[src/hdl/lgw_sqrt.sv]
// Iterative integer square root, one root bit per cycle, truncating.
// Input is 2*ROOT_W bits wide. Uses no package.
module lgw_sqrt #(
   parameter int ROOT_W = 27
) (
   input  logic                clock,
   input  logic                reset,
   input  logic                start,
   input  logic [2*ROOT_W-1:0] value,
   output logic                done,
   output logic [ROOT_W-1:0]   root
);

   localparam int CNT_W = $clog2(ROOT_W + 1);

   logic                busy_ff, busy_in;
   logic                done_ff, done_in;
   logic [CNT_W-1:0]    count_ff, count_in;
   logic [2*ROOT_W-1:0] val_ff, val_in;
   logic [ROOT_W+1:0]   rem_ff, rem_in;
   logic [ROOT_W-1:0]   root_ff, root_in;

   logic [ROOT_W+3:0] rem_shift;
   logic [ROOT_W+3:0] trial;
   logic [ROOT_W+3:0] rem_diff;
   logic              fits;

   // Bring down the next bit pair and try root*4 + 1.
   assign rem_shift = {rem_ff, val_ff[2*ROOT_W-1 -: 2]};
   assign trial     = (ROOT_W + 4)'({root_ff, 2'b01});
   assign fits      = rem_shift >= trial;
   assign rem_diff  = rem_shift - trial;

   always_comb begin
      busy_in  = busy_ff;
      done_in  = 1'b0;
      count_in = count_ff;
      val_in   = val_ff;
      rem_in   = rem_ff;
      root_in  = root_ff;
      if (start) begin
         busy_in  = 1'b1;
         count_in = '0;
         val_in   = value;
         rem_in   = '0;
         root_in  = '0;
      end else if (busy_ff) begin
         // The remainder never exceeds twice the partial root.
         rem_in   = fits ? rem_diff[ROOT_W+1:0] : rem_shift[ROOT_W+1:0];
         root_in  = {root_ff[ROOT_W-2:0], fits};
         val_in   = {val_ff[2*ROOT_W-3:0], 2'b00};
         count_in = count_ff + 1'b1;
         if (count_ff == CNT_W'(ROOT_W - 1)) begin
            busy_in = 1'b0;
            done_in = 1'b1;
         end
      end
   end

   always_ff @(posedge clock) begin
      if (reset) begin
         busy_ff <= 1'b0;
         done_ff <= 1'b0;
      end else begin
         busy_ff <= busy_in;
         done_ff <= done_in;
      end
      count_ff <= count_in;
      val_ff   <= val_in;
      rem_ff   <= rem_in;
      root_ff  <= root_in;
   end

   assign done = done_ff;
   assign root = root_ff;

endmodule

[config.mk]
export PLATFORM = sky130hd
export DESIGN_NAME = lgw_sqrt
export DESIGN_NICKNAME = d
export VERILOG_FILES = /design/src/hdl/lgw_sqrt.sv
export SDC_FILE = /design/constraint.sdc
export NUM_CORES = 1
export LEC_CHECK = 0
export BUFFER_PORTS_ARGS = -buffer_cell sky130_fd_sc_hd__buf_4
export CELL_PAD_IN_SITES_DETAIL_PLACEMENT = 1
export CELL_PAD_IN_SITES_GLOBAL_PLACEMENT = 2
export CORE_MARGIN = 4
export CORE_UTILIZATION = 40
export DETAILED_ROUTE_END_ITERATION = 12
export PLACE_DENSITY_LB_ADDON = 0.1
export SYNTH_ARGS = -nofsm -noshare
export SYNTH_HDL_FRONTEND = slang
export SYNTH_SLANG_ARGS = --single-unit
[constraint.sdc]
create_clock -name clock -period 6.4 [get_ports clock]
set_clock_uncertainty 0.15 [all_clocks]
set_input_delay 0.64 -clock clock [delete_from_list [all_inputs] [get_ports clock]]
set_output_delay 0.64 -clock clock [all_outputs]
set_load 0.05 [all_outputs]
==> qor.yml <==
worst_setup_path:
  worst_setup_path_end_kind: "register"
  crit_fanout: 5
  crit_required_ns: 6.55
  worstPathArrival_ns: 3.40
  crit_type: "reg -> reg"
  critPathLaunchType: "register"
clocking:
  postCtsResizedCells: 0
  cts_root_buf: "clkbuf_16"
  tritoncts: "built"
  path_clk_slew_ns: 0.06
  cts_sinks: 117
  post_cts_buffers: 0
  clkLatencyLatePin_ns: 0.41
  cts_made_buffers: 17
  hold_buffers: 0
  htreeDepth: 4
  clk_path_buf_depth: 2
cells_and_area:
  fin_util: 0.4990
  drive_gt1_frac: 0.2656
  finalNonFillerCells: 900
  syn_to_final_growth_pct: 21.24
  finalNetCount: 764
  num_antenna_cells: 0
synth:
  netlist_area_um2: 6326
  synth.avg_cell_area_um2: 10.49
  synthArstFlopShare: 0
  yosys.cell_types.count: 60
  ys_seq_elements: 117
  synth_top_flop_cell: "dfxtp_1"
  yosysWarnings: 0
  synthCells: 603
  syn-num-nets: 691
  yosysSeqAreaShare: 0.4557
  synth_edf_count: 54
placed_design:
  dp_hpwl_mm: 10.82
  gp_routability_congestion: 0.8679
  io_buffers: 84
  place_inst: 868
route:
  drc: 0
  wl_mm: 15.44
  drt-vias-per-instance: 5.299
  detail-route-antenna-nets: 0
  drtPass1Iterations: 4
  detail_route.wl_per_cell_um: 17.16
  route.vias.total: 4769
  drtIter0Drc: 210
sta:
  min_period_over_period: 0.5087
  setup-tns-final_ns: 0
  grt_setup_unrepaired: "false"
  tightest_slew_ns: 1.099
  final-max-slew-violation-count: 0
  period_needed_ns: 3.256
  timing.hold.ws_ns: 0.2497
  hold_viol: 0
  max_freq_ghz: 0.3071
  slew_headroom: 0.2671
  setup_viol_count_final: 0
grt:
  grt-ovfl-total: 0
  grt.met3_usage: 0.05627
  busiest_layer: "met2"
  antenna_found_initial: 0
  gr-usage-all-layers: 0.1800
  grt_util_met2: 0.3217
  grt_pass1_wl_mm: 25.69
  met1_usage: 0.2042
  first_global_vias: 5157
  grt_max_degree: 68
worst_hold_path:
  hold_path.class: "in -> reg"
floorplan:
  die_y_um: 133.8
  core_area_um2: 15370
  rows: 45
  ios: 85
  die_area_um2: 17890
  start_util: 0.4116
  dieWidth_um: 133.8
pwr:
  p_per_area_nw_per_um2: 438.3
  leakage_uw: 0.003078
  peakVddDrop_mv: 0.2333
status:
  outcome: "finished clean"
job:
  maxCapViolCount: 0
-- worst max-delay path, cell delays in order, from the launching register on --
cell,delay [ns]
dfxtp_1,0.41
inv_1,0.07
ha_1,0.36
nor2b_1,0.17
o31a_1,0.27
o41a_1,0.39
a21oi_1,0.33
o22ai_1,0.24
a221oi_1,0.49
or4_1,0.18
nand3_1,0.07
-- where the power goes --
group	total, uW	switching [uW]	internal [uW]
clock network	961	351	610
logic	1460	870	587
registers	944	62.1	882
total	3360	1280	2080
-- through the flow --
step                      power (uW)  worst slack [ns]  area [um2]
final                           3362             3.144        7670
after global routing            3603             2.948        7670
after CTS                       3407             3.156        7670
after detailed placement        2409             3.173        7081
after global placement          2388             3.235        7081
after floorplan                 2087             3.226        6326
-- synthesized netlist by cell type (8+ instances only) --
cell type / n / area [um2]
nand2_1: 51 / 191.4
a21o_1: 16 / 120.1
mux2i_1: 30 / 300.3
clkbuf_1: 21 / 78.83
nor2_1: 59 / 221.5
xnor2_1: 15 / 131.4
nand3_1: 8 / 40.04
o21ai_0: 23 / 115.1
edfxtp_1: 54 / 1622
xor2_1: 14 / 122.6
dfxtp_1: 63 / 1261
a32oi_1: 8 / 70.07
ha_1: 31 / 387.9
a21oi_1: 30 / 150.1
inv_1: 33 / 123.9
mux2_2: 52 / 585.6
-- worst paths after layout --
kind                            startpoint          to  slack, ns  cells past startpoint
worst min register to register   rem_ff[2]   rem_ff[2]       0.36                      2
worst max-delay path               root[0]  rem_ff[26]       3.14                     10
worst min-delay path                 reset     busy_ff       0.25                      2
worst max register to register     root[0]  rem_ff[26]       3.14                     10
-- cells in the final DEF (no fill, tap or decap), drive strengths merged, types with 7 or more instances in the layout --
cell,n
a21o,16
dfxtp,63
nand4,7
mux2,52
nor2,59
clkbuf,19
mux2i,30
xor2,14
nand3,8
a21oi,31
xnor2,15
buf,86
inv,35
nand2,52
edfxtp,54
ha,31
a32oi,8
a311oi,14
o21ai,23
-- cell families (layout without fill, tap and decap cells) --
kind of cell | Yosys count | count (layout) | synth area share
and+or+nand+nor | 152 | 152 | 0.1100
AOI/OAI and AO/OA | 127 | 127 | 0.1485
DFF | 117 | 117 | 0.4557
muxes | 82 | 82 | 0.1400
buffers and inverters | 65 | 151 | 0.04430
adders and majority gates | 31 | 31 | 0.06131
xor gates and xnor gates | 29 | 29 | 0.04015
-- cell type report --
type,instances,area (um2)
clock inverters,13,156.4
inverters,33,123.9
well taps,211,264.0
multi-input cells,421,3163
repair buffers,86,645.6
fillers,1687,7701
flip-flops and latches,117,2884
clock buffers,19,432.9
-- layer usage --
layer / wire [um] / up-vias / share of wire
met2: 8079 / 96 / 0.52
met1: 6338 / 2314 / 0.41
met3: 762 / 22 / 0.049
li1: - / 2337 / -
met5: 0 / - / 0
met4: 261 / 0 / 0.017
-- state kept, by name, summed over array words and instances (netlist names) --
name	count
val_ff	54
busy_ff	1
rem_ff	29
count_ff	5
done	1
root	27
(Power assumes the default switching activity.)
