File: config.mk
export PLATFORM = sky130hd
export DESIGN_NAME = lgw_div
export DESIGN_NICKNAME = d
export VERILOG_FILES = /design/src/hdl/lgw_div.sv
export SDC_FILE = /design/constraint.sdc
export NUM_CORES = 1
export LEC_CHECK = 0
export BUFFER_PORTS_ARGS = -buffer_cell sky130_fd_sc_hd__buf_2
export CAP_MARGIN = 20
export CORE_MARGIN = 4
export CORE_UTILIZATION = 35
export DETAILED_ROUTE_END_ITERATION = 8
export GPL_TIMING_DRIVEN = 0
export PLACE_DENSITY = 0.6
export SYNTH_ARGS = -nofsm -noshare
export SYNTH_HDL_FRONTEND = slang
export SYNTH_SLANG_ARGS = --single-unit
File: constraint.sdc
create_clock -name clock -period 2.5 [get_ports clock]
set_input_delay 0.5 -clock clock [delete_from_list [all_inputs] [get_ports clock]]
set_output_delay 0.5 -clock clock [all_outputs]
set_load 0.005 [all_outputs]
File: src/hdl/lgw_div.sv
// Iterative restoring divider, one quotient bit per cycle.
// Keeps only the low QUO_W quotient bits. Uses no package.
module lgw_div #(
   parameter int NUM_W = 37,
   parameter int DEN_W = 16,
   parameter int QUO_W = 16
) (
   input  logic             clock,
   input  logic             reset,
   input  logic             start,
   input  logic [NUM_W-1:0] num,
   input  logic [DEN_W-1:0] den,
   output logic             done,
   output logic [QUO_W-1:0] quot
);

   localparam int CNT_W = $clog2(NUM_W + 1);

   logic             busy_ff, busy_in;
   logic             done_ff, done_in;
   logic [CNT_W-1:0] count_ff, count_in;
   logic [NUM_W-1:0] num_ff, num_in;
   logic [DEN_W-1:0] den_ff, den_in;
   logic [DEN_W-1:0] rem_ff, rem_in;
   logic [QUO_W-1:0] quot_ff, quot_in;

   logic [DEN_W:0] rem_shift;
   logic [DEN_W:0] rem_diff;
   logic           fits;

   assign rem_shift = {rem_ff, num_ff[NUM_W-1]};
   assign fits      = rem_shift >= {1'b0, den_ff};
   assign rem_diff  = rem_shift - {1'b0, den_ff};

   always_comb begin
      busy_in  = busy_ff;
      done_in  = 1'b0;
      count_in = count_ff;
      num_in   = num_ff;
      den_in   = den_ff;
      rem_in   = rem_ff;
      quot_in  = quot_ff;
      if (start) begin
         busy_in  = 1'b1;
         count_in = '0;
         num_in   = num;
         den_in   = den;
         rem_in   = '0;
         quot_in  = '0;
      end else if (busy_ff) begin
         // The remainder stays below the divisor, so its top bit drops away.
         rem_in   = fits ? rem_diff[DEN_W-1:0] : rem_shift[DEN_W-1:0];
         quot_in  = {quot_ff[QUO_W-2:0], fits};
         num_in   = {num_ff[NUM_W-2:0], 1'b0};
         count_in = count_ff + 1'b1;
         if (count_ff == CNT_W'(NUM_W - 1)) begin
            busy_in = 1'b0;
            done_in = 1'b1;
         end
      end
   end

   always_ff @(posedge clock) begin
      if (reset) begin
         busy_ff <= 1'b0;
         done_ff <= 1'b0;
      end else begin
         busy_ff <= busy_in;
         done_ff <= done_in;
      end
      count_ff <= count_in;
      num_ff   <= num_in;
      den_ff   <= den_in;
      rem_ff   <= rem_in;
      quot_ff  <= quot_in;
   end

   assign done = done_ff;
   assign quot = quot_ff;

endmodule

==> results.tsv, run 1 <==
metric	value	unit
clockPowerShare	0.371	
start_util	0.357	
worstReg2RegStart	num_ff[36]$_DFFE_PP_	
hp-start	den[1]	
wire_per_inst	15.3	um
finalCritPeriodShare	0.937	
final_net_count	583	
max_slew_margin	0.559	
p_per_area	649	nW/um^2
setup_viol	0	
die_w	124	um
maxCapViolations	0	
io_pins	73	
met1_length	4640	um
synth.avg_cell_area	11.1	um^2
wl_met3	835	um
crit_path_cell_trace	inv_1 -> ha_1 -> fa_2 -> nor2b_2 -> o2111ai_2 -> a31oi_4 -> a2111oi_0 -> a311oi_1 -> o211ai_1	
io_buffers	72	
synth-edff-count	53	
grt_util_all_layers	0.146	
hp-class	input pin to flip-flop	
numCtsBuffers	9	
cp-end-kind	flip-flop	
antenna_found_initial	0	
mappedNetlistArea	4710	um^2
dp_hpwl	7660	um
worst_slew_pin_slew	662	ps
syn-num-nets	498	
grt_max_degree	27	
critical_path_class	flip-flop to flip-flop	
clock_sinks	93	
yosysUniqueCellTypes	63	
critPathMaxStageDelay	370	ps
min_to	den_ff[1]$_DFFE_PP_	
grt_pass1_vias	3641	
grt_setup_unrepaired	yes	
std_cell_rows	42	
crit_slowest_cell	fa_2	
worst_setup_path_start_kind	flip-flop	
seqCellArea	2390	um^2
place_ws	-201	ps
cts-root-buf	clkbuf_16	
cp.arrival	2560	ps
synth_ff_type	edfxtp_1	
cp.required	2720	ps
route.detailed.drc	0	
instances_no_fill	689	
seq_power_share	0.485	
crit_start	num_ff[36]$_DFFE_PP_	
drtIter0Drc	109	
fin_crit	2340	ps
dr.max_layer_used	met4	
antenna_cells	0	
dieArea	15400	um^2
power_frac_comb	0.144	
clock_path_buffers	2	
setup_ws	157	ps
p_switching	0.914	mW
dr_wl_met2	4910	um
clock.fmax	0.427	GHz
syn_inst	423	
core_area	13200	um^2
die_h	124	um
seq_area_frac_synth	0.508	
clock_latency	350	ps
n_fill_cell	1255	
switching_share	0.249	
hold_depth	1	
maxSlewViolCount	0	
rrSetupSlack	160	ps
ctsHtreeMaxLevel	3	
p_int	2.75	mW
place_congestion	0.856	
synth-async-reset-ratio	0	
synth_seq_cells	93	
finalClockSkew	7.32	ps
vdd_drop_max	0.617	mV
clk_pin_slew_worst_paths	70	ps
rr_endpoint	rem_ff[14]$_SDFFE_PP0P_	
vias	3525	
grt-ovfl-total	0	
multiInputGateArea	2160	um^2
hold_viol_final	0	
detail-route-antenna-nets	0	
area_growth	19.9	%
drt-pass1-iter-count	4	
synth_warnings	0	
cts_tree	done	
avgViaCountPerCell	5.12	
wl	10600	um
dp.cells	672	
crit_fanout	4	
grt_pass1_wl	17400	um
reg2reg_depth	9	
leakage	2.28	nW
drive_gt1_frac	0.296	
outcome	complete, no violations	
## layout by cell type, fill, tap and decap left out, types with 4 or more instances in the layout
cell type  synthesis  routed
mux2_2            37      37
a21oi_1           15      15
nand4_1            8       8
dfxtp_1           40      40
clkbuf_16          0       9
xnor2_1            7       7
nand3_1            9       9
edfxtp_1          53      53
nand2b_1           4       4
o21ai_1            7       7
o21ai_0            6       6
xor2_1             5       5
nand2_1           22      22
or3_1              5       5
inv_1             26      26
nor3_1             5       5
buf_2              3      74
ha_1              18      18
mux2i_1           17      17
buf_4              3       4
a311oi_1           7       7
clkbuf_1           5       6
o21a_1             5       5
nor2_1            47      47
buf_1              8       8
## sequential cells by signal, summed over array words and instances (netlist names)
name / flops
num_ff: 37
den_ff: 16
quot: 16
rem_ff: 16
count_ff: 6
busy_ff: 1
done: 1
## final cells by class
class                      instances  share of cell area
timing repair buffer              74              0.0700
tap                              176              0.0390
sequential                        93               0.423
clock inverter                     6              0.0108
clock buffer                      10              0.0405
buffer                            20              0.0177
inverter                          26              0.0173
multi-input combinational        284               0.381
## kinds of logic after synthesis
kind of cell               Yosys count  synth area share
buffers and inverters               46            0.0414
xor gates and xnor gates            12            0.0223
and+or+nand+nor                    115             0.115
AOI/OAI and AO/OA                   84             0.137
muxes                               54             0.125
adders and majority gates           19            0.0520
DFF                                 93             0.508
## worst max path at each step
stage	end	cells past startpoint
final	rem_ff[14]$_SDFFE_PP0P_	9
after CTS	rem_ff[14]$_SDFFE_PP0P_	9
after global routing	rem_ff[14]$_SDFFE_PP0P_	9
after detailed placement	num_ff[26]$_DFFE_PP_	5
after global placement	num_ff[28]$_DFFE_PP_	4
after floorplan	rem_ff[14]$_SDFFE_PP0P_	9
## critical path: cells and delay by family (launching register included)
| kind | cells | cell delay [ps] |
|---|---|---|
| AO/OA/AOI/OAI | 5 | 1060 |
| adder cells (fa/ha/maj) | 2 | 600 |
| flip-flops | 1 | 330 |
| AND/OR/NAND/NOR | 1 | 180 |
| buffers and inverters | 1 | 50 |
## power by group through the flow
stage | clock, mW | combinational, mW | sequential, mW
2_1_floorplan | 0 | 0.373 | 1.80
6_report | 1.36 | 0.527 | 1.78
5_1_grt | 1.46 | 0.589 | 1.79
3_3_place_gp | 0 | 0.498 | 1.81
4_1_cts | 1.40 | 0.520 | 1.78
3_5_place_dp | 0 | 0.516 | 1.81
## cell usage after synthesis, types with 8 or more instances
cell type   n  area, um^2
edfxtp_1   53        1590
nor2_1     47         176
dfxtp_1    40         801
mux2_2     37         417
inv_1      26        97.6
nand2_1    22        82.6
ha_1       18         225
mux2i_1    17         170
a21oi_1    15        75.1
nand3_1     9        45.0
buf_1       8        30.0
nand4_1     8        50.1
## repair_timing
action | CTS | global route
buffers inserted | 0 | 1
gates resized for setup | 1 | 6
gates cloned | 0 | 0
pin swaps | 0 | 2
endpoints found under the setup margin | 2 | 12
hold buffers | 0 | 0
## metrics by stage
step | TNS [ps] | hold WS, ps | util | power (mW) | area [um^2]
after floorplan | 0 | 445 | - | 2.17 | 4710
after global placement | -23280 | 472 | 0.401 | 2.31 | 5290
after detailed placement | -6360 | 478 | 0.403 | 2.33 | 5320
after CTS | 0 | 308 | 0.426 | 3.70 | 5620
after global routing | -21.9 | 314 | 0.428 | 3.84 | 5650
final | 0 | 323 | 0.428 | 3.67 | 5650
## per-layer routing
| layer | vias to the layer above | global-route usage |
|---|---|---|
| li1 | 1730 | - |
| met1 | 1685 | 0.178 |
| met2 | 92 | 0.235 |
| met3 | 18 | 0.0577 |
| met4 | 0 | 0.0513 |
| met5 | - | 0 |
Power figures use the tool's default switching activity.
==> inputs of run 2 (changes only) <==
--- a/config.mk
+++ b/config.mk
@@ -7,11 +7,12 @@
 export LEC_CHECK = 0
 export BUFFER_PORTS_ARGS = -buffer_cell sky130_fd_sc_hd__buf_2
 export CAP_MARGIN = 20
+export CORE_ASPECT_RATIO = 2
 export CORE_MARGIN = 4
-export CORE_UTILIZATION = 35
+export CORE_UTILIZATION = 50
 export DETAILED_ROUTE_END_ITERATION = 8
 export GPL_TIMING_DRIVEN = 0
-export PLACE_DENSITY = 0.6
+export PLACE_DENSITY = 0.78
 export SYNTH_ARGS = -nofsm -noshare
 export SYNTH_HDL_FRONTEND = slang
 export SYNTH_SLANG_ARGS = --single-unit
==> run 2 against run 1 <==
Compared with the run above: worst hold slack lost 1.6 ps; critical endpoint unchanged; clock-buffer cell count fell by 1; first-iteration DRC count increased by 93%; routed wire length up 5.6%; flip-flop and latch count unchanged; combinational power increased by 4.0%; non-clock buffer count rose by 1; global-route usage rose by 6.3 points; setup slack worse by 68 ps; sequential share of layout area up 0.10 points.
==> results.tsv, run 2 (synthesis results as in run 1) <==
metric	value	unit	change
die_w	76.6	um	was 124 um
hold_viol_final	0		unchanged
cp.required	2720	ps	about the same
instances_no_fill	617		was 689
maxCapViolations	0		unchanged
outcome	complete, no violations		unchanged
crit_fanout	3		was 4
detail-route-antenna-nets	0		unchanged
dp_hpwl	8450	um	was 7660 um
drtIter0Drc	210		was 109
met2_usage	0.404		was 0.235
core_area	9070	um^2	was 13200 um^2
clock.fmax	0.415	GHz	was 0.427 GHz
worst_slew_pin_slew	651	ps	was 662 ps
area_growth	19.6	%	was 19.9%
grt-ovfl-total	0		unchanged
use_met1	0.191		was 0.178
finalClockSkew	9.51	ps	was 7.32 ps
hp-class	input pin to flip-flop		unchanged
numCtsBuffers	9		unchanged
maxSlewViolCount	0		unchanged
io_pins	73		unchanged
largest_register_ffs	37		unchanged
p_per_area	673	nW/um^2	was 649 nW/um^2
place_ws	-208	ps	was -201 ps
drt-pass1-iter-count	5		was 4
clock_path_buffers	2		unchanged
setup_ws	89.1	ps	was 157 ps
die_h	145	um	was 124 um
ctsHtreeMaxLevel	3		unchanged
setup_viol	0		unchanged
grt_util_all_layers	0.209		was 0.146
dp.cells	598		was 672
clock_sinks	93		unchanged
cp.arrival	2630	ps	was 2560 ps
vdd_drop_max	0.645	mV	was 0.617 mV
antenna_found_initial	0		unchanged
grt_use_met3	0.0459		was 0.0577
grt_max_degree	21		was 27
regMostFlops	num_ff		unchanged
most-common-layout-cells	buf_2 (74), edfxtp_1 (53), nor2_1 (45)		was buf_2 (74), edfxtp_1 (53), nor2_1 (47)
hold_ws	322	ps	was 323 ps
vias	3604		was 3525
cts_hold_buf	0		unchanged
cts_tree	done		unchanged
route.detailed.drc	0		unchanged
wire_per_inst	18.1	um	was 15.3 um
place_congestion	0.888		was 0.856
grt_pass1_wl	18400	um	was 17400 um
dieArea	11100	um^2	was 15400 um^2
max_slew_margin	0.566		was 0.559
start_util	0.519		was 0.357
grt_pass1_vias	3973		was 3641
cts-root-buf	clkbuf_16		unchanged
busiest_layer	met2		unchanged
final_common_cell	buf_2		unchanged
finalCritPeriodShare	0.964		was 0.937
std_cell_rows	49		was 42
final_net_count	585		was 583
clk_pin_slew_worst_paths	70	ps	about the same
avgViaCountPerCell	5.84		was 5.12
worst_setup_path_start_kind	flip-flop		unchanged
critical_path_class	flip-flop to flip-flop		unchanged
cp-end-kind	flip-flop		unchanged
leakage	2.32	nW	was 2.28 nW
io_buffers	72		unchanged
wl	11200	um	was 10600 um
clock_latency	350	ps	about the same
antenna_cells	0		unchanged
grt_setup_unrepaired	no		was yes
fin_crit	2410	ps	was 2340 ps
drive_gt1_frac	0.311		was 0.296
utilization	0.621		was 0.428
[run 2: path summary, 6_finish.rpt]
path / start / end / slack (ps) / cells after the start
worst min-delay path: den[13] / den_ff[13]$_DFFE_PP_ / 320 / 1
worst max register to register: num_ff[36]$_DFFE_PP_ / rem_ff[14]$_SDFFE_PP0P_ / 90 / 9
worst min register to register: count_ff[5]$_SDFFE_PP0P_ / count_ff[5]$_SDFFE_PP0P_ / 500 / 2
worst max-delay path: num_ff[36]$_DFFE_PP_ / rem_ff[14]$_SDFFE_PP0P_ / 90 / 9
[run 2: timing repair]
item	in CTS	in global routing
gates resized for setup	1	13
setup endpoints to repair	2	30
cloned	0	1
pin swaps	2	2
buffers inserted	2	0
[run 2: area by class of cell]
cell class | count | area (um^2)
tap | 102 | 128
sequential | 93 | 2390
clock buffer | 9 | 225
inverter | 26 | 101
buffer | 20 | 100
timing repair buffer | 75 | 403
clock inverter | 7 | 96.3
timing repair inverter | 1 | 5.00
multi-input combinational | 284 | 2190
fill | 717 | 3440
[run 2: critical path, cell delays in order, from the launching register on]
cell	delay, ps
edfxtp_1	330
inv_1	50
ha_1	220
fa_2	370
nor2b_2	160
o2111ai_1	170
a31oi_2	290
a2111oi_0	140
a311oi_1	380
o211ai_1	160
[run 2: routing by layer]
layer / routed length, um / up-vias / share of wire
met3: 461 / 45 / 0.041
met1: 3780 / 1715 / 0.34
met2: 6430 / 111 / 0.58
met4: 503 / 0 / 0.045
li1: - / 1733 / -
met5: 0 / - / 0
[run 2: report_power, final]
group,switching [mW],internal [mW]
registers,0.0434,1.74
logic,0.304,0.244
clock network,0.582,0.879
total,0.929,2.86
[run 2: through the flow]
step | instance area [um^2] | power, mW | setup TNS (ps)
floorplan | 4710 | 2.17 | 0
global placement | 5200 | 2.31 | -14170
detailed placement | 5230 | 2.34 | -5000
CTS | 5570 | 3.80 | 0
global route | 5640 | 3.95 | 0
finish | 5640 | 3.79 | 0
